### src/rtl/ppsc_pkg.sv
package ppsc_pkg;

   localparam int GAIN_WIDTH      = 16;
   localparam int TICK_WIDTH      = 16;
   localparam int CSR_INDEX_WIDTH = 3;
   localparam int CSR_DATA_WIDTH  = 32;

   localparam int TARGET_RESET    = 250;
   localparam int GAIN_P_RESET    = 97;
   localparam int GAIN_I_RESET    = 102;
   localparam int GAIN_D_RESET    = 45;
   localparam int PERIOD_RESET    = 40;
   localparam int INT_LIMIT_RESET = 500;
   localparam int OUT_LIMIT_RESET = 300;

   typedef enum logic [CSR_INDEX_WIDTH-1:0] {
      REG_TARGET_COUNT   = 3'd0,
      REG_GAIN_P         = 3'd1,
      REG_GAIN_I         = 3'd2,
      REG_GAIN_D         = 3'd3,
      REG_PERIOD_TICKS   = 3'd4,
      REG_INTEGRAL_LIMIT = 3'd5,
      REG_OUTPUT_LIMIT   = 3'd6
   } ppsc_reg_type;

   typedef struct packed {
      logic [GAIN_WIDTH-1:0] p;
      logic [GAIN_WIDTH-1:0] i;
      logic [GAIN_WIDTH-1:0] d;
   } ppsc_gain_type;

endpackage

### src/rtl/ppsc_out.sv
module ppsc_out #(
   parameter int COUNT_WIDTH    = 16,
   parameter int GAIN_FRAC_BITS = 8
) (
   input  logic                                               clock,
   input  logic                                               reset,
   input  logic                                               in_valid,
   output logic                                               in_ready,
   input  logic signed [ppsc_pkg::GAIN_WIDTH+COUNT_WIDTH+1:0] in_p,
   input  logic signed [ppsc_pkg::GAIN_WIDTH+COUNT_WIDTH:0]   in_i,
   input  logic signed [ppsc_pkg::GAIN_WIDTH+COUNT_WIDTH+2:0] in_d,
   input  logic [COUNT_WIDTH-2:0]                             output_limit,
   output logic                                               out_valid,
   input  logic                                               out_ready,
   output logic signed [COUNT_WIDTH-1:0]                      out_drive
);

   localparam int SUMW = ppsc_pkg::GAIN_WIDTH + COUNT_WIDTH + 5;

   logic                          valid_ff;
   logic signed [COUNT_WIDTH-1:0] drive_ff;
   logic signed [COUNT_WIDTH-1:0] drive_in;
   logic                          en;
   logic signed [SUMW-1:0]        sum;
   logic signed [SUMW-1:0]        scaled;
   logic signed [SUMW-1:0]        lim;
   logic signed [COUNT_WIDTH-1:0] clamped;

   assign en       = !valid_ff || out_ready;
   assign in_ready = en;

   assign sum    = SUMW'(in_p) + SUMW'(in_i) + SUMW'(in_d);
   assign scaled = sum >>> GAIN_FRAC_BITS;
   assign lim    = $signed(SUMW'(output_limit));

   always_comb begin
      priority if (scaled > lim) begin
         clamped = lim[COUNT_WIDTH-1:0];
      end else if (scaled < -lim) begin
         clamped = COUNT_WIDTH'(-lim);
      end else begin
         clamped = scaled[COUNT_WIDTH-1:0];
      end
   end

   assign drive_in = -clamped;

   always_ff @(posedge clock) begin
      if (reset) begin
         valid_ff <= 1'b0;
      end else if (en) begin
         valid_ff <= in_valid;
      end
   end

   always_ff @(posedge clock) begin
      if (en && in_valid) begin
         drive_ff <= drive_in;
      end
   end

   assign out_valid = valid_ff;
   assign out_drive = drive_ff;

endmodule

### config.mk
export PLATFORM = sky130hd
export DESIGN_NAME = ppsc_out
export DESIGN_NICKNAME = d
export VERILOG_FILES = /design/src/rtl/ppsc_pkg.sv /design/src/rtl/ppsc_out.sv
export SDC_FILE = /design/constraint.sdc
export NUM_CORES = 1
export LEC_CHECK = 0
export ABC_CLOCK_PERIOD_IN_PS = 12700
export BUFFER_PORTS_ARGS = -buffer_cell sky130_fd_sc_hd__buf_2
export CORE_UTILIZATION = 56
export CTS_CLUSTER_DIAMETER = 30
export DETAILED_ROUTE_END_ITERATION = 7
export GPL_ROUTABILITY_DRIVEN = 0
export GPL_TIMING_DRIVEN = 0
export PLACE_DENSITY = 0.83
export SYNTH_ARGS = -nofsm -noshare
export SYNTH_HDL_FRONTEND = slang
export SYNTH_SLANG_ARGS = --single-unit
### constraint.sdc
create_clock -name clock -period 12.7 [get_ports clock]
set_input_delay 1.905 -clock clock [delete_from_list [all_inputs] [get_ports clock]]
set_output_delay 1.905 -clock clock [all_outputs]
set_load 0.005 [all_outputs]
After elaboration in Yosys (flattened, before gate mapping)

Cells that the tools add are included.

Bits in registers: 17
Input port bits: 121
Output and inout port bits: 18
Logic and storage cells: 13

$add $sub $neg: 4
$lt $le $gt $ge: 2
Mux-type cells: 2
Reductions and logical operators: 3

Operator list:

| operator                                 | number |
|---|---|
| less-than comparator 28 x 37 -> 1 bit    | 1 |
| negator 15 -> 37 bit                     | 1 |
| adder 35 x 35 -> 36 bit                  | 1 |
| adder 34 x 33 -> 35 bit                  | 1 |
| 2-to-1 mux 16 bit                        | 2 |
| greater-than comparator 28 x 16 -> 1 bit | 1 |
| negator 16 bit                           | 1 |
| logical AND 1 bit                        | 1 |
| zero test 1 bit                          | 1 |
| logical OR 1 bit                         | 1 |

Longest topological paths before layout

Gate-level depths: netlist (run 1).

Depth after elaboration: 6
Mapped depth: 30
Mapped depth without buffers: 28

Worst setup path after synthesis (run 1)

Ideal clock, no wire load.

Path type: input to register
Start point: input in_p[4] in the netlist's numbering
End point: register drive_ff[4] (netlist: out_drive[4]), data pin
Setup time: 0.258 ns
Arrival time: 7.381 ns
Data required time: 12.442 ns
Slack: 5.061 ns
Cell stages on the path: 28
Buffers on the path: 2
Path through: inv_1 > fa_1 > inv_1 > ha_1 > o21a_1 > o2111a_1 > a32oi_2 > o21ai_0 > a2111oi_0 > nor2_1 > a21oi_1 > xnor2_1 > ha_1 > nand4_1 > a2111oi_0 > o311ai_0 > nand4b_1 > a21o_2 > a31o_2 > buf_6 > buf_2 > a21oi_1 > mux2i_1 > inv_1 > ha_1 > nor2b_1 > nor2b_1 > xnor2_1

Word-level cells in the longest chain between the ends: 6
Elaborated cells on any way between the ends: 7
Those cells by class: 3 x add/sub; 2 x order compare; 2 x mux

Ends and longest elaborated chain:

| what                                  | line           | source |
|---|---|---|
| from (decl)                           | ppsc_out.sv:9  | `input logic signed [ppsc_pkg::GAIN_WIDTH+COUNT_WIDTH+1:0] in_p,` |
| adder 34 x 33 -> 35 bit *             | ppsc_out.sv:32 | `assign sum = SUMW'(in_p) + SUMW'(in_i) + SUMW'(in_d);` |
| adder 35 x 35 -> 36 bit *             | ppsc_out.sv:32 |  |
| less-than comparator 28 x 37 -> 1 bit | ppsc_out.sv:39 | `end else if (scaled < -lim) begin` |
| 2-to-1 mux 16 bit                     | ppsc_out.sv:39 |  |
| 2-to-1 mux 16 bit *                   | ppsc_out.sv:37 | `priority if (scaled > lim) begin` |
| via clamped[0]                        | ppsc_out.sv:27 | `logic signed [COUNT_WIDTH-1:0] clamped;` |
| negator 16 bit *                      | ppsc_out.sv:46 | `assign drive_in = -clamped;` |
| via drive_in[4]                       | ppsc_out.sv:22 | `logic signed [COUNT_WIDTH-1:0] drive_in;` |
| to (signal assigned)                  | ppsc_out.sv:58 | `drive_ff <= drive_in;` |
| to (decl)                             | ppsc_out.sv:21 | `logic signed [COUNT_WIDTH-1:0] drive_ff;` |

Mark *: on every way through the listed nets, which the timed path passes. The rest lies on a longest branch.
A chain may end at the register's enable or synchronous reset.

Worst setup path after layout (run 1)

Start point: input in_p[3] in the netlist's numbering
End point: register drive_ff[4] (netlist: out_drive[4]), data pin

The elaborated chain is that of the path after synthesis.

==> results of run 1 <==
==> stage by stage <==
step | utilization, % | power, mW | hold WS [ns] | setup WS, ns
after floorplan | - | 0.630 | 0.522 | 5.06
after global placement | 66.3 | 0.773 | 0.485 | 4.08
after CTS | 66.8 | 0.851 | 0.514 | 4.18
after global routing | 66.8 | 0.939 | 0.558 | 3.70
final | 66.8 | 0.865 | 0.513 | 3.99
after detailed placement | 66.3 | 0.809 | 0.507 | 3.91
==> power groups by stage <==
stage	sequential (mW)	clock (mW)	combinational [mW]
global placement	0.0973	0	0.676
global route	0.0998	0.0420	0.798
detailed placement	0.0981	0	0.711
floorplan	0.101	0	0.528
CTS	0.0970	0.0400	0.714
finish	0.0965	0.0393	0.729
==> per-layer routing <==
layer | up-vias | part of all wire (%)
met5 | - | 0
met3 | 59 | 7.1
li1 | 2825 | -
met1 | 2695 | 42
met2 | 348 | 47
met4 | 0 | 4.1
==> cell usage in the layout (no fill, tap or decap), drive strengths merged, types with 28 or more instances in the layout <==
| cell type | n |
|---|---|
| a21oi | 46 |
| buf | 145 |
| fa | 34 |
| ha | 82 |
| inv | 67 |
| nand2 | 40 |
| nor2 | 51 |
| o21ai | 34 |
| xnor2 | 28 |
==> worst register-to-register path, cell delays in order (launching register included) <==
cell and delay, ns:
dfxtp_1 0.31, nand2b_1 0.10, and2_1 0.58
==> final cells by class <==
type | count | area, um^2
inverter | 67 | 251
clock inverter | 1 | 5.00
fill | 838 | 3230
sequential | 17 | 500
buffer | 18 | 146
clock buffer | 3 | 41.3
timing repair buffer | 138 | 691
tap | 133 | 166
multi-input combinational | 580 | 4690
==> cells by family (layout without fill, tap and decap cells) <==
logic type,after synthesis,count (layout)
AND/OR/NAND/NOR,210,210
adder cells (fa/ha/maj),116,116
flip-flops,17,17
XOR/XNOR,43,43
buffers and inverters,85,227
multiplexers,12,12
AO/OA/AOI/OAI,199,199
==> state kept, by name, indices dropped and copies added, names as in the netlist <==
register / cells
out_drive: 16
out_valid: 1
==> worst max path at each step <==
stage | from | end | slack [ns] | cells after the start
6_report | in_p[3] | out_drive[4] | 3.99 | 30
2_1_floorplan | in_p[4] | out_drive[4] | 5.06 | 28
4_1_cts | in_p[3] | out_drive[4] | 4.18 | 30
3_5_place_dp | in_p[3] | out_drive[4] | 3.91 | 30
5_1_grt | in_p[7] | out_drive[4] | 3.70 | 29
3_3_place_gp | in_p[4] | out_drive[4] | 4.08 | 29
==> impl_metrics.csv, run 1 <==
group,metric,value,unit
sta,max-slew-margin-rel,32.5,%
worst_setup_path,path_delay_family,"compound AO/OA/AOI/OAI gates",
synth,synth-compound-area-share,24.4,%
place,numPortBuffers,138,
synth,synth-edff-count,16,
clock_tree,root_buffer,"clkbuf_8",
synth,synth_cells,682,
flow_run,cap_violations,0,
floorplan,io-pin-count,139,
global_route,met2_usage,50.5,%
cells_and_area,nets,1062,
worst_setup_path,slowest_stage,"o31ai_1",
worst_setup_path,cp_slowest_stage_delay,0.57,ns
synth,synth_fa_ha_area_share,30.5,%
power,seqPwrFrac,11.2,%
hold_path,worst_hold_path_type,"register to register",
floorplan,start_util,57.5,%
cells_and_area,instances_no_fill,957,
global_route,top_usage_layer,"met2",
sta,tightest_slew,1.00,ns
synth,synthSimpleGateAreaFrac,20.1,%
synth,synth_top_area_share,18.3,%
sta,clock_skew,0.00222,ns
worst_setup_path,cp_max_fo,10,
power,pwr-share-comb,84.3,%
global_route,use_met3,0.958,%
synth,ys_seq_area_share,8.95,%
power,powerDensity,133,nW/um^2
route,wl_per_cell,15.6,um
global_route,overflow,0,
global_route,grt_antenna_before_repair,0,
global_route,grt_pass1_vias,5491,
sta,finalSetupViolCount,0,
worst_setup_path,worstSetupPathType,"input pin to register",
place,dp.cells,953,
route,drt_first_pass_iters,7,
sta,rsz0062_at_grt,"false",
clock_tree,clkLatencyLatePin,0.25,ns
route,vias,5927,
cells_and_area,drive_gt1_share,21.1,%
place,dpl_cell_area,6450,um^2
synth,yosys_warnings,0,
clock_tree,clkSinkCount,17,
synth,yosysUniqueCellTypes,75,
synth,syn_area,5590,um^2
clock_tree,h-tree-depth,1,
synth,synth_area_per_cell,8.20,um^2
synth,synth_common_cells,"ha_1, inv_1, nor2_1",
clock_tree,postCtsHoldBufs,0,
power,power.switching,0.442,mW
worst_setup_path,reg2reg_to,"out_drive[8]",
synth,synth-xor-area-share,6.74,%
floorplan,chipHeight,102,um
synth,yosysMostFrequentCell,"ha_1",
route,wirelength,14.9,mm
floorplan,die_area,10400,um^2
clock_tree,ctsResizeCount,0,
sta,hold_violations,0,
floorplan,dieWidth,102,um
clock_tree,clk_pin_slew,0.06,ns
synth,synthMuxAreaShare,2.15,%
global_route,grt_use_total,28.3,%
hold_path,hold_start,"out_valid",
clock_tree,post_cts_buffers,0,
synth,syn_nets,919,
sta,finalMaxSlewViolations,0,
worst_setup_path,critPathBufInv,6,
power,p_sw_share,51.1,%
cells_and_area,stdcell_area,6490,um^2
route,drc_errors,0,
clock_tree,cts_tree,"yes",
global_route,met1_usage,35.9,%
worst_setup_path,cp-start-kind,"input pin",
synth,synthArstFlopShare,0,%
sta,period_share,68.5,%
synth,ys_ff_latch,17,
power,p_leak,3.11,nW
power,p_int,0.423,mW
worst_setup_path,cp-end-kind,"register",
floorplan,rows,36,
hold_path,holdPathEnd,"out_valid",
sta,fin_crit,8.71,ns
worst_setup_path,crit_required,12.71,ns
hold_path,hold_depth,2,
power,irDropWorstVdd,62.6,uV
clock_tree,cts_buffer_depth,2,
power,clock_power_share,4.5,%
synth,synthTopCellsByArea,"ha_1, fa_1, edfxtp_1, inv_1, xnor2_1",
worst_setup_path,reg2reg_from,"out_valid",
synth,synthFlopType,"edfxtp_1",
floorplan,core_area,9730,um^2
status,status,"complete, no violations",
route,ant_nets,0,
clock_tree,cts_buffers,3,
synth,synth_top_family_by_area,"adder cells",
worst_setup_path,rrSetupSlack,11.35,ns
global_route,grt_first_pass_wirelength,23.8,mm
synth,yosys.area.top_type,"ha_1",
cells_and_area,syn_to_final_growth,16.2,%
cells_and_area,num_antenna_cells,0,
worst_setup_path,cp.arrival,8.71,ns
route,drt_iter0_drc,449,
sta,fmax,0.115,GHz
sta,setup-tns-final,0,ns
global_route,grt_max_degree,17,
place,hpwl,12.9,mm
worst_setup_path,r2r_cells,2,
route,viasPerCell,6.19,
Note: power is estimated with default switching activity, not from simulation.
==> run 2, diff against run 1 <==
Settings changed: ABC_CLOCK_PERIOD_IN_PS 12700 to 7150, CORE_UTILIZATION 56 to 51, PLACE_DENSITY 0.83 to 0.8.
Clock period 12.7 ns to 7.15 ns, I/O delays scaled along.
==> run 2 against run 1 <==
  * Power increased by 89%
  * Sequential power up 78%
  * Flip-flop and latch count unchanged
  * Global-route usage is 3.0 points lower
  * Sequential share of layout area decreased by 0.35 points
  * Utilization fell by 1.8 points
  * Hold slack improved by 0.014 ns
  * Register-to-register slack worse by 5.6 ns
  * Critical endpoint unchanged
  * Largest cell class unchanged
==> impl_metrics.csv, run 2 (same netlist as run 1, synthesis figures left out) <==
group,metric,value,unit
power,seqPwrFrac,10.5,%
clock_tree,clkSinkCount,17,
route,vias,5855,
sta,hold_violations,0,
clock_tree,h-tree-depth,1,
worst_setup_path,crit_required,7.15,ns
global_route,grt_first_pass_wirelength,24.1,mm
sta,fin_crit,6.94,ns
floorplan,core_area,10500,um^2
route,ant_nets,0,
global_route,grt_max_degree,17,
cells_and_area,layout_commonest_cell,"buf_2",
cells_and_area,num_antenna_cells,0,
floorplan,chipHeight,107,um
sta,period_share,97.0,%
sta,fmax,0.144,GHz
clock_tree,cts_buffers,3,
power,pwr-share-comb,85.3,%
worst_setup_path,cp_slowest_stage_delay,0.53,ns
floorplan,io-pin-count,139,
route,drt_first_pass_iters,5,
floorplan,die_area,11400,um^2
cells_and_area,final_cell_mix,"buf_2, ha_1, inv_1, nor2_1, a21oi_1",
clock_tree,postCtsHoldBufs,0,
power,clock_power_share,4.2,%
sta,max-slew-margin-rel,46.8,%
cells_and_area,nets,1067,
status,status,"complete, no violations",
global_route,grt_pass1_vias,5283,
route,wl_met3,1.01,mm
hold_path,worst_hold_path_type,"register to register",
flow_run,cap_violations,0,
route,wl_per_cell,15.7,um
worst_setup_path,cp.arrival,6.94,ns
floorplan,dieWidth,107,um
sta,timing.hold.ws,0.527,ns
cells_and_area,drive_gt1_share,26.7,%
power,power.switching,0.826,mW
clock_tree,clkLatencyLatePin,0.25,ns
worst_setup_path,crit_top_cell,"inv_1",
power,finalPower,1.64,mW
clock_tree,root_buffer,"clkbuf_8",
clock_tree,cts_buffer_depth,2,
floorplan,start_util,53.4,%
global_route,grt_use_total,25.3,%
sta,setup-tns-final,0,ns
sta,tightest_slew,0.791,ns
power,p_int,0.812,mW
power,irDropWorstVdd,152,uV
sta,finalMaxSlewViolations,0,
route,top_layer_used,"met4",
cells_and_area,syn_to_final_growth,21.6,%
power,p_leak,3.20,nW
place,numPortBuffers,138,
route,dr_wl_met2,7.19,mm
sta,finalSetupViolCount,0,
route,viasPerCell,6.07,
worst_setup_path,slowest_stage,"fa_1",
route,drt-met1-wl,6.68,mm
worst_setup_path,cp_max_fo,10,
global_route,grt_antenna_before_repair,0,
worst_setup_path,cp-start-kind,"input pin",
cells_and_area,largest_reg_flops,16,
route,drt_iter0_drc,463,
clock_tree,clk_pin_slew,0.06,ns
power,p_sw_share,50.4,%
clock_tree,cts_tree,"yes",
floorplan,rows,37,
worst_setup_path,worstSetupPathType,"input pin to register",
route,drc_errors,0,
sta,clock_skew,0.00387,ns
place,hpwl,12.7,mm
route,wirelength,15.1,mm
global_route,overflow,0,
worst_setup_path,cp-end-kind,"register",
power,powerDensity,241,nW/um^2
run 2: worst paths after layout:
kind             start      endpoint  slack (ns)  cells past startpoint
min reg2reg  out_valid     out_valid        0.53                      2
max reg2reg  out_valid  out_drive[7]        5.79                      2
max            in_p[4]  out_drive[4]        0.21                     31
min          out_valid     out_valid        0.53                      2
run 2: power groups by stage:
stage          sequential (mW)  clock (mW)  combinational, mW
4_1_cts                  0.173      0.0700               1.28
3_5_place_dp             0.175           0               1.25
6_report                 0.172      0.0687               1.40
3_3_place_gp             0.173           0               1.20
2_1_floorplan            0.180           0              0.939
5_1_grt                  0.175      0.0746               1.52
run 2: final cells by class:
| type | count | area (um^2) |
|---|---|---|
| Buffer | 14 | 131 |
| Sequential cell | 17 | 500 |
| Timing Repair Buffer | 147 | 758 |
| Multi-Input combinational cell | 580 | 4940 |
| Clock buffer | 3 | 41.3 |
| Tap cell | 136 | 170 |
| Fill cell | 915 | 3660 |
| Inverter | 67 | 251 |
| Clock inverter | 1 | 5.00 |
run 2: routing by layer:
layer | vias to the layer above | global-route usage [%]
li1 | 2844 | -
met1 | 2697 | 35.5
met2 | 291 | 43.7
met3 | 23 | 0.608
met4 | 0 | 4.40
met5 | - | 0
run 2: stage by stage:
stage | instances | setup slack (ns) | util, % | cell area (um^2)
after detailed placement | 956 | -0.686 | 61.7 | 6450
after global placement | 956 | -0.640 | 61.7 | 6450
final | 965 | 0.213 | 65.0 | 6800
after floorplan | 682 | 0.343 | - | 5590
after global routing | 965 | -0.0160 | 65.0 | 6800
after CTS | 963 | 0.00582 | 62.6 | 6550
run 2: critical path, delay by kind of cell:
kind            cells  cell delay, ns
compound gates     10            2.17
mux                 1            0.25
buf+inv             6            0.55
xor+xnor            2            0.25
fa+ha+maj           4            1.37
simple gates        8            1.24
run 2: repair_timing:
| action | CTS | global route |
|---|---|---|
| setup endpoints to repair | 14 | 14 |
| resized for setup | 9 | 49 |
| pin swaps | 2 | 14 |
| buffers inserted | 3 | 6 |
