--- config.mk ---
export PLATFORM = sky130hd
export DESIGN_NAME = ppsc_csr
export DESIGN_NICKNAME = d
export VERILOG_FILES = /design/src/rtl/ppsc_pkg.sv /design/src/rtl/ppsc_csr.sv
export SDC_FILE = /design/constraint.sdc
export NUM_CORES = 1
export LEC_CHECK = 0
export BUFFER_PORTS_ARGS = -buffer_cell sky130_fd_sc_hd__buf_2
export CAP_MARGIN = 10
export CORE_UTILIZATION = 52
export CTS_BUF_LIST = sky130_fd_sc_hd__clkbuf_4 sky130_fd_sc_hd__clkbuf_8
export DETAILED_ROUTE_END_ITERATION = 12
export PLACE_DENSITY_LB_ADDON = 0.25
export RECOVER_POWER = 50
export SLEW_MARGIN = 20
export SYNTH_ARGS = -nofsm -noshare
export SYNTH_HDL_FRONTEND = slang
export SYNTH_SLANG_ARGS = --single-unit
--- constraint.sdc ---
create_clock -name clock -period 1.71 [get_ports clock]
set_input_delay 0.171 -clock clock [delete_from_list [all_inputs] [get_ports clock]]
set_output_delay 0.171 -clock clock [all_outputs]
set_load 0.03 [all_outputs]
--- src/rtl/ppsc_pkg.sv ---
package ppsc_pkg;

   localparam int GAIN_WIDTH      = 16;
   localparam int TICK_WIDTH      = 16;
   localparam int CSR_INDEX_WIDTH = 3;
   localparam int CSR_DATA_WIDTH  = 32;

   localparam int TARGET_RESET    = 250;
   localparam int GAIN_P_RESET    = 97;
   localparam int GAIN_I_RESET    = 102;
   localparam int GAIN_D_RESET    = 45;
   localparam int PERIOD_RESET    = 40;
   localparam int INT_LIMIT_RESET = 500;
   localparam int OUT_LIMIT_RESET = 300;

   typedef enum logic [CSR_INDEX_WIDTH-1:0] {
      REG_TARGET_COUNT   = 3'd0,
      REG_GAIN_P         = 3'd1,
      REG_GAIN_I         = 3'd2,
      REG_GAIN_D         = 3'd3,
      REG_PERIOD_TICKS   = 3'd4,
      REG_INTEGRAL_LIMIT = 3'd5,
      REG_OUTPUT_LIMIT   = 3'd6
   } ppsc_reg_type;

   typedef struct packed {
      logic [GAIN_WIDTH-1:0] p;
      logic [GAIN_WIDTH-1:0] i;
      logic [GAIN_WIDTH-1:0] d;
   } ppsc_gain_type;

endpackage

--- src/rtl/ppsc_csr.sv ---
module ppsc_csr #(
   parameter int COUNT_WIDTH = 16
) (
   input  logic                                     clock,
   input  logic                                     reset,
   input  logic                                     csr_valid,
   output logic                                     csr_ready,
   input  logic [ppsc_pkg::CSR_INDEX_WIDTH-1:0]     csr_index,
   input  logic [ppsc_pkg::CSR_DATA_WIDTH-1:0]      csr_wdata,
   output logic signed [COUNT_WIDTH-1:0]            target_count,
   output ppsc_pkg::ppsc_gain_type                  gains,
   output logic [ppsc_pkg::TICK_WIDTH-1:0]          period_ticks,
   output logic [COUNT_WIDTH-2:0]                   integral_limit,
   output logic [COUNT_WIDTH-2:0]                   output_limit
);

   logic signed [COUNT_WIDTH-1:0]           target_ff;
   ppsc_pkg::ppsc_gain_type                 gains_ff;
   logic [ppsc_pkg::TICK_WIDTH-1:0]         period_ff;
   logic [COUNT_WIDTH-2:0]                  int_limit_ff;
   logic [COUNT_WIDTH-2:0]                  out_limit_ff;

   assign csr_ready = 1'b1;

   always_ff @(posedge clock) begin
      if (reset) begin
         target_ff    <= COUNT_WIDTH'(ppsc_pkg::TARGET_RESET);
         gains_ff.p   <= ppsc_pkg::GAIN_WIDTH'(ppsc_pkg::GAIN_P_RESET);
         gains_ff.i   <= ppsc_pkg::GAIN_WIDTH'(ppsc_pkg::GAIN_I_RESET);
         gains_ff.d   <= ppsc_pkg::GAIN_WIDTH'(ppsc_pkg::GAIN_D_RESET);
         period_ff    <= ppsc_pkg::TICK_WIDTH'(ppsc_pkg::PERIOD_RESET);
         int_limit_ff <= (COUNT_WIDTH-1)'(ppsc_pkg::INT_LIMIT_RESET);
         out_limit_ff <= (COUNT_WIDTH-1)'(ppsc_pkg::OUT_LIMIT_RESET);
      end else if (csr_valid) begin
         unique case (csr_index)
            ppsc_pkg::REG_TARGET_COUNT:   target_ff    <= csr_wdata[COUNT_WIDTH-1:0];
            ppsc_pkg::REG_GAIN_P:         gains_ff.p   <= csr_wdata[ppsc_pkg::GAIN_WIDTH-1:0];
            ppsc_pkg::REG_GAIN_I:         gains_ff.i   <= csr_wdata[ppsc_pkg::GAIN_WIDTH-1:0];
            ppsc_pkg::REG_GAIN_D:         gains_ff.d   <= csr_wdata[ppsc_pkg::GAIN_WIDTH-1:0];
            ppsc_pkg::REG_PERIOD_TICKS:   period_ff    <= csr_wdata[ppsc_pkg::TICK_WIDTH-1:0];
            ppsc_pkg::REG_INTEGRAL_LIMIT: int_limit_ff <= csr_wdata[COUNT_WIDTH-2:0];
            ppsc_pkg::REG_OUTPUT_LIMIT:   out_limit_ff <= csr_wdata[COUNT_WIDTH-2:0];
            default: ;
         endcase
      end
   end

   assign target_count   = target_ff;
   assign gains          = gains_ff;
   assign period_ticks   = period_ff;
   assign integral_limit = int_limit_ff;
   assign output_limit   = out_limit_ff;

endmodule

# Word-level counts from Yosys, hierarchy flattened
# Index checks and enable logic that the tools add are counted.
# totals
regBits	110
input_bits	38
out_inout_bits	111
# op_classes
eq_ne	6
n_reduce_logical	8
# ops
operator	n
$reduce_and 2->1	7
$eq 3x3->1 const B	3
$eq 3x2->1 const B	2
$eq 3x1->1 const B	1
$logic_not 3->1	1

# Logic depth before layout (Yosys ltp)
# Gate-level depths: netlist of run 1.
# depth
word_depth	2
ltp_mapped	6
mapped_depth_nobuf	2

# Least setup slack after synthesis of run 1
# Ideal clock, no wire load.
# synth_timing
path_type	input port to flip-flop
start	input csr_index[1] in the netlist's numbering
end	register target_ff[5], in the netlist target_count[5]
setup_time_ns	0.134
t_arrival_ns	1.204
path_slack_ns	0.373
path_stages	5
cell_sequence	buf_2 or4b_4 buf_6 buf_8 mux2i_1
# synth_via
elab_chain_cells	2
# synth_rtl
element	line	rtl
start: declaration	ppsc_csr.sv:8	input logic [ppsc_pkg::CSR_INDEX_WIDTH-1:0] csr_index,
$logic_not 3->1	ppsc_csr.sv:35	unique case (csr_index)
$reduce_and 2->1 (no line)	--	
end signal: assignment	ppsc_csr.sv:27	target_ff <= COUNT_WIDTH'(ppsc_pkg::TARGET_RESET);
end signal: assignment	ppsc_csr.sv:36	ppsc_pkg::REG_TARGET_COUNT: target_ff <= csr_wdata[COUNT_WIDTH-1:0];
end: declaration	ppsc_csr.sv:17	logic signed [COUNT_WIDTH-1:0] target_ff;
# Every way passes these cells.
# A chain may end at the register's enable or synchronous reset.

# Final worst setup path of run 1
# layout_timing
start	input csr_index[0] in the netlist's numbering
end	register gains_ff, in the netlist gains[43]
# layout_via
elab_chain_cells	2
# layout_rtl
element	line	rtl
$eq 3x1->1	ppsc_csr.sv:35	
$reduce_and 2->1 (no line)	--	
end: declaration	ppsc_csr.sv:18	ppsc_pkg::ppsc_gain_type gains_ff;
# Every way passes these cells.

==> results of run 1 <==
report_power, final:
group	leakage, nW	total (mW)	internal, mW	switching, mW
logic	1.78	0.475	0.174	0.301
registers	0.891	2.65	2.62	0.0284
clock network	0.0919	1.44	0.549	0.888
stage by stage:
stage | cell area, um2 | std cells | setup WS, ps | power (mW)
3_3_place_gp | 5087 | 613 | 347.6 | 3.175
3_5_place_dp | 5087 | 613 | 289.3 | 3.187
6_report | 5239 | 629 | 366.9 | 4.558
5_1_grt | 5239 | 629 | 290.6 | 4.737
4_1_cts | 5266 | 629 | 584.4 | 4.612
2_1_floorplan | 4309 | 395 | 372.6 | 3.036
routing by layer:
layer  vias up  GRT usage  part of all wire
met5         -          0                 0
met2        90     0.3658              0.46
li1       1557          -                 -
met3        16    0.06423             0.060
met4         0    0.07949             0.016
met1      1488     0.3005              0.46
area by class of cell:
type,count,area [um2]
fillers,665,2649
flip-flops and latches,110,2202
multi-input cells,254,1942
repair buffers,147,788.3
well taps,102,127.6
clock buffers,9,123.9
clock inverters,7,55.05
cell families (layout without fill, tap and decap cells):
kind of cell | count (synthesis) | count (layout) | share of synthesized area
buf+inv | 31 | 163 | 0.03891
flops | 110 | 110 | 0.5110
mux | 110 | 110 | 0.2555
other cells | 1 | 1 | 0.0008702
simple gates | 143 | 143 | 0.1937
critical path, stage by stage:
cell and delay [ps]:
clkbuf_1 250, nor4bb_2 770, buf_12 240, mux2i_1 200
synth_stat cells, drive strengths merged:
master   instances  area (um2)
nor2            38       142.6
or4b             1       13.76
dfxtp          110        2202
nor4b            1       8.760
nand2b          96       600.6
conb             1       3.750
nor4bb           1       10.01
buf             19       122.6
nand4bb          2       22.52
and4b            1       10.01
nand4b           3       26.28
mux2i          110        1101
clkbuf          12       45.04
worst paths after layout:
check                    endpoint  slack, ps  depth (start not counted)             from
setup / recovery        gains[43]        370                          4     csr_index[0]
hold / removal    target_count[4]         90                          3     csr_wdata[4]
setup reg to reg  target_count[1]       1050                          2  target_count[1]
hold reg to reg   period_ticks[6]        480                          2  period_ticks[6]
sequential cells by signal (all words and copies together), names as in the netlist:
signal and cells:
gains 48, integral_limit 15, output_limit 15, period_ticks 16, target_count 16
==> flow_summary.yaml, run 1 <==
sta:
  min_period_ps: 1343
  hold_viol: 0
  tightest_slew_ps: 894.2
  rsz0062_at_grt: "no"
  slew_headroom: 0.4038
  maxSlewViolCount: 0
  timing.final.crit_share: 0.7854
  fin_skew_ps: 0
  fmax_mhz: 744.5
  setup-tns-final_ps: 0
  setup_viol: 0
  hold-worst-slack_ps: 94.46
die:
  ios: 149
  dieHeight_um: 93.03
  die_w_um: 93.03
  start_util: 0.5463
  rows: 32
  dieArea_um2: 8655
  core_um2: 7888
run:
  drv_cap: 0
logic_synthesis:
  syn_area_per_cell_um2: 10.91
  netlist_area_um2: 4309
  synth_cell_type_count: 16
  ys_ff_latch: 110
  synth_warnings: 0
  ys_seq_area_frac: 0.5110
  synth_nets: 433
  netlist_instances: 395
routing:
  drtPass1Iterations: 4
  vias: 3151
  vias_per_cell: 5.010
  drt-initial-drc-count: 162
  routedWlPerCell_um: 15.41
  drc: 0
  postRouteAntennaNets: 0
  routed_wirelength_um: 9696
clocking:
  cts_resized: 0
  cts_buffer_depth: 2
  numClockSinks: 110
  post_cts_buffers: 0
  ctsHoldBuffers: 0
  numCtsBuffers: 9
  path_clk_slew_ps: 100
  htreeDepth: 3
  cts-root-buf: "clkbuf_8"
  tritoncts: "built"
  clock_latency_ps: 360
layout:
  fin_util: 0.6642
  final_common_cell: "buf_2"
  diodes: 0
  layout_common_cells: "buf_2 (129), mux2i_1 (110), dfxtp_1 (110), nand2b_1 (96), nor2_1 (38)"
  synthToLayoutAreaGrowth_pct: 21.57
  drive_above_1_share: 0.3036
  final_nets: 560
grt:
  grt_max_degree: 42
  grt_pass1_wl_um: 15370
  antenna_found_initial: 0
  grt_usage: 0.2302
  overflow: 0
  first_global_vias: 3035
status:
  outcome: "finished, final reports clean"
placed_design:
  dp_hpwl_um: 6977
  io_buffers: 131
  routabilityCongestion: 0.7692
critical_path:
  worstSetupPathType: "input port to register"
  worstSetupEndpointType: "register"
  arrival_ps: 1640
  critPathLaunchType: "input port"
  cp_max_fo: 13
  critPathRequiredTime_ps: 2000
power_and_ir_drop:
  power.leakage_nw: 2.761
  vdd.ir_drop.worst_mv: 0.7455
  powerDensity_nw_per_um2: 870.0
hold_path:
  hold_path.class: "input port to register"
No activity file was read; power rests on OpenSTA's default activity.
==> inputs of run 2 (changes only) <==
--- a/config.mk
+++ b/config.mk
@@ -5,6 +5,7 @@
 export SDC_FILE = /design/constraint.sdc
 export NUM_CORES = 1
 export LEC_CHECK = 0
+export ABC_AREA = 1
 export BUFFER_PORTS_ARGS = -buffer_cell sky130_fd_sc_hd__buf_2
 export CAP_MARGIN = 10
 export CORE_UTILIZATION = 52
==> constraint.sdc (replaced) <==
create_clock -name clock -period 1.3 [get_ports clock]
set_input_delay 0.13 -clock clock [delete_from_list [all_inputs] [get_ports clock]]
set_output_delay 0.13 -clock clock [all_outputs]
set_load 0.03 [all_outputs]
==> run 2 against run 1 <==
  * Cell count rose by 32%
  * Worst hold slack worse by 82 ps
  * Total power increased by 48%
  * Critical path depth decreased by 3
  * Flip-flop and latch count did not move
  * Count of clock-buffer cells in the layout grew 1
  * Largest cell class unchanged
  * Largest power group unchanged
==> flow_summary.yaml, run 2 <==
critical_path:
  cp_max_fo: 2
  cp_slowest_stage_delay_ps: 340
  arrival_ps: 1010
  cp.depth: 1
  critPathLaunchType: "register"
  critPathTopFamily: "flip-flops"
  worstPathCellList: "clkbuf_1"
  path_buf_inv: 1
  worstSetupPathType: "register to primary output"
  worstSetupEndpointType: "primary output"
  ff2ff_setup_slack_ps: 680
  critPathRequiredTime_ps: 1170
  cp_slowest_cell: "dfxtp_1"
  reg2reg_depth: 2
logic_synthesis:
  synthTopCellsByArea: "dfxtp_1 (51%), nor2_1 (14%), nand2_1 (13%)"
  synthMuxAreaShare: 0
  post-synth-top-count-cell: "nor2_1"
  yosys.area.top_type: "dfxtp_1"
  synth_common_cells: "nor2_1 (163), nand2_1 (150), dfxtp_1 (110), nand3_1 (110), inv_1 (19)"
  ys_ff_latch: 110
  ys_seq_area_frac: 0.5066
  synthSimpleGateAreaFrac: 0.4246
  syn_area_per_cell_um2: 7.208
  netlist_area_um2: 4347
  synth-edff-count: 0
  netlist_instances: 603
  ys.flop_type: "dfxtp_1"
  synthArstFlopShare: 0
  synth_cell_type_count: 15
  synthAdderAreaFrac: 0
  yosysTopAreaCellShare: 0.5066
  synth-compound-area-share: 0
  synth_nets: 641
  synthXorXnorAreaFrac: 0
  synth_top_family_by_area: "simple AND/OR/NAND/NOR gates"
  synth_warnings: 0
routing:
  postRouteAntennaNets: 0
  routedWlPerCell_um: 14.38
  vias: 4246
  vias_per_cell: 5.097
  drtPass1Iterations: 5
  drt-initial-drc-count: 332
  routed_wirelength_um: 11980
  drc: 0
grt:
  groute.layer.met3.usage: 0.06504
  antenna_found_initial: 0
  grt_usage: 0.2898
  grt_max_degree: 54
  overflow: 0
  grt_pass1_wl_um: 19200
  met1_usage: 0.3708
  first_global_vias: 3910
  met2_usage: 0.4632
  busiest_layer: "met2"
placed_design:
  dpl_cell_area_um2: 5114
  dp_hpwl_um: 8298
  io_buffers: 131
  routabilityCongestion: 0.8456
die:
  ios: 149
  start_util: 0.5511
  rows: 32
  die_w_um: 93.43
  core_um2: 7888
  dieArea_um2: 8728
  dieHeight_um: 93.43
layout:
  layout_common_cells: "nor2_1 (165), nand2_1 (151), buf_2 (124), nand3_1 (110), dfxtp_1 (110)"
  largest_reg_flops: 48
  final_area_um2: 5303
  fillers: 715
  final_nets: 766
  final_common_cell: "nor2_1"
  drive_above_1_share: 0.2216
  diodes: 0
  synthToLayoutAreaGrowth_pct: 21.99
sta:
  tightest_slew_ps: 659.4
  maxSlewViolCount: 0
  min_period_ps: 1140
  slew_headroom: 0.5599
  fmax_mhz: 877.4
  timing.final.crit_share: 0.8768
  setup-tns-final_ps: 0
  rsz0062_at_grt: "no"
  hold_viol: 0
  hold-worst-slack_ps: 12.27
  setup_viol: 0
  fin_skew_ps: 0
clocking:
  path_clk_slew_ps: 100
  numClockSinks: 110
  tritoncts: "built"
  htreeDepth: 3
  numCtsBuffers: 9
  clock_latency_ps: 370
  post_cts_buffers: 0
  cts_buffer_depth: 2
  ctsHoldBuffers: 2
  cts-root-buf: "clkbuf_8"
  cts_resized: 0
run:
  drv_cap: 0
hold_path:
  hold_path.class: "input port to register"
  holdPathStages: 3
status:
  outcome: "finished, final reports clean"
power_and_ir_drop:
  power.leakage_nw: 2.615
  powerDensity_nw_per_um2: 1271
  vdd.ir_drop.worst_mv: 0.7303
  total_power_mw: 6.739
[run 2: changes by cell type after synthesis, sizes merged, moves of 2 or more]
cell,before,now
nand3,0,110
buf,19,29
inv,0,22
nor2,38,173
mux2i,110,0
nand2,0,152
clkbuf,12,6
nand4bb,2,0
nand4b,3,0
nand2b,96,0
[run 2: power breakdown]
part           total [mW]  leakage (nW)  internal, mW  switching (mW)
Clock                2.21         0.104          1.11            1.10
Combinational       0.977          1.62         0.281           0.696
Sequential           3.55         0.895          3.49          0.0621
Total                6.74          2.62          4.88            1.86
[run 2: logic make-up (layout without fill, tap and decap cells)]
family	after synthesis	after routing
buffers and inverters	57	185
flip-flops	110	110
other	1	1
AND/OR/NAND/NOR	435	435
[run 2: final timing paths]
check,endpoint,from
worst min register to register,output_limit[8],output_limit[8]
worst min-delay path,integral_limit[4],csr_wdata[4]
worst max-delay path,gains[7],gains[7]
worst max register to register,period_ticks[15],period_ticks[15]
[run 2: area by class of cell]
| type | instances | area (um2) | area share |
|---|---|---|---|
| Clock inverter | 4 | 72.57 | 0.01369 |
| Timing Repair Buffer | 149 | 852.1 | 0.1607 |
| Multi-Input combinational cell | 436 | 1827 | 0.3445 |
| Clock buffer | 10 | 137.6 | 0.02596 |
| Sequential cell | 110 | 2202 | 0.4153 |
| Tap cell | 102 | 127.6 | 0.02407 |
| Inverter | 22 | 83.83 | 0.01581 |
[run 2: worst register-to-register path, stage by stage, from the launching register on]
cell	delay (ps)
dfxtp_1	360
nor2_1	60
nor2_1	140
[run 2: per-stage QoR]
| stage | setup slack, ps | util | cells |
|---|---|---|---|
| after floorplan | 361.5 | - | 603 |
| after global placement | 133.5 | 0.6483 | 816 |
| after detailed placement | 49.95 | 0.6483 | 816 |
| after CTS | 226.5 | 0.6775 | 832 |
| after global routing | 103.8 | 0.6723 | 833 |
| final | 160.2 | 0.6723 | 833 |
[run 2: layer usage]
metal	wire length, um	vias to the layer above	share of wire
met5	0	-	0
met4	379	0	0.032
met3	1038	25	0.087
met2	5662	172	0.47
met1	4899	1928	0.41
li1	-	2121	-
==> inputs of run 3 (changes only) <==
--- a/config.mk
+++ b/config.mk
@@ -11,7 +11,7 @@
 export CORE_UTILIZATION = 52
 export CTS_BUF_LIST = sky130_fd_sc_hd__clkbuf_4 sky130_fd_sc_hd__clkbuf_8
 export DETAILED_ROUTE_END_ITERATION = 12
-export PLACE_DENSITY_LB_ADDON = 0.25
+export PLACE_DENSITY = 0.82
 export RECOVER_POWER = 50
 export SLEW_MARGIN = 20
 export SYNTH_ARGS = -nofsm -noshare
==> run 3 against run 2 <==
  * Cell count increased by 0.60%
  * Combinational power increased by 0.5%
  * Register-to-register slack about the same
  * Count of clock-buffer cells in the layout increased by 1
  * Critical path type unchanged
==> flow_summary.yaml, run 3 (same netlist as run 2, synthesis figures left out) <==
clocking:
  cts_resized: 0
  numCtsBuffers: 9
  cts-root-buf: "clkbuf_8"
  ctsHoldBuffers: 4
  clock_latency_ps: 370
  post_cts_buffers: 0
  htreeDepth: 3
  cts_buffer_depth: 2
  tritoncts: "built"
  path_clk_slew_ps: 100
  numClockSinks: 110
die:
  ios: 149
  core_um2: 7888
  die_w_um: 93.43
  start_util: 0.5511
  dieArea_um2: 8728
  rows: 32
  dieHeight_um: 93.43
hold_path:
  holdCritStartpoint: "csr_wdata[4]"
  min_to: "target_count[4]"
  holdPathStages: 3
  hold_path.class: "input port to register"
critical_path:
  r2r-start: "gains[27]"
  cp_slowest_cell: "dfxtp_1"
  cp_slowest_stage_delay_ps: 350
  worstSetupPathType: "register to primary output"
  reg2reg_depth: 2
  ff2ff_setup_slack_ps: 690
  critPathTopFamily: "flip-flops"
  worstPathCellList: "clkbuf_1"
  path_buf_inv: 1
  worstSetupEndpointType: "primary output"
  cp_max_fo: 2
  critPathRequiredTime_ps: 1170
  critPathLaunchType: "register"
  r2r_end: "gains[27]"
  arrival_ps: 1020
placed_design:
  dp_hpwl_um: 8424
  routabilityCongestion: 0.8550
  io_buffers: 131
layout:
  final_common_cell: "nor2_1"
  synthToLayoutAreaGrowth_pct: 22.57
  largest_reg_flops: 48
  fin_util: 0.6754
  fillers: 720
  diodes: 0
  drive_above_1_share: 0.2269
  layout_common_cells: "nor2_1 (164), nand2_1 (150), buf_2 (122), nand3_1 (110), dfxtp_1 (110)"
  final_nets: 769
routing:
  drc: 0
  routed_wirelength_um: 12070
  drtPass1Iterations: 5
  vias_per_cell: 5.141
  routedWlPerCell_um: 14.40
  drt-initial-drc-count: 297
  postRouteAntennaNets: 0
  vias: 4308
power_and_ir_drop:
  powerDensity_nw_per_um2: 1282
  power.leakage_nw: 2.613
  vdd.ir_drop.worst_mv: 0.7502
sta:
  min_period_ps: 1152
  maxSlewViolCount: 0
  timing.final.crit_share: 0.8859
  fmax_mhz: 868.3
  setup_viol: 0
  setup-tns-final_ps: 0
  slew_headroom: 0.5527
  rsz0062_at_grt: "no"
  hold-worst-slack_ps: 21.83
  tightest_slew_ps: 670.3
  hold_viol: 0
  fin_skew_ps: 0
grt:
  grt_pass1_wl_um: 18720
  grt_usage: 0.2826
  antenna_found_initial: 0
  grt_max_degree: 89
  first_global_vias: 3916
  overflow: 0
status:
  outcome: "finished, final reports clean"
run:
  drv_cap: 0
[run 3: cell type report]
type / count / area, um2 / share of cell area
Sequential cell: 110 / 2202 / 0.4133
Multi-Input combinational cell: 436 / 1822 / 0.3419
Timing Repair Buffer: 152 / 864.6 / 0.1623
Clock buffer: 11 / 145.1 / 0.02724
Tap cell: 102 / 127.6 / 0.02395
Inverter: 22 / 83.83 / 0.01574
Clock inverter: 5 / 82.58 / 0.01550
[run 3: worst max path at each step]
stage,cells after the start,to,from,slack (ps)
final,1,integral_limit[10],integral_limit[10],150
after global routing,7,gains[43],csr_index[0],100
after CTS,1,period_ticks[5],period_ticks[5],220
after detailed placement,6,gains[25],csr_index[2],80
after global placement,6,gains[19],csr_index[2],130
after floorplan,6,gains[25],csr_index[2],360
[run 3: where the power goes]
group	switching [mW]	internal (mW)	total, mW
Sequential	0.0616	3.49	3.55
Clock	1.14	1.16	2.30
Combinational	0.700	0.282	0.982
[run 3: layer usage]
metal	GRT usage	wire, um	vias to the layer above
li1	-	-	2129
met1	0.3529	5009	1954
met2	0.4540	5465	199
met3	0.07236	1214	26
met4	0.1359	380	0
met5	0	0	-
[run 3: through the flow]
stage	cell area, um2	instances	power [mW]	setup WS [ps]
2_1_floorplan	4347	603	4.289	361.5
3_3_place_gp	5116	818	4.582	129.3
3_5_place_dp	5116	818	4.607	82.90
4_1_cts	5384	838	6.849	222.1
5_1_grt	5328	838	7.069	104.5
6_report	5328	838	6.830	148.4
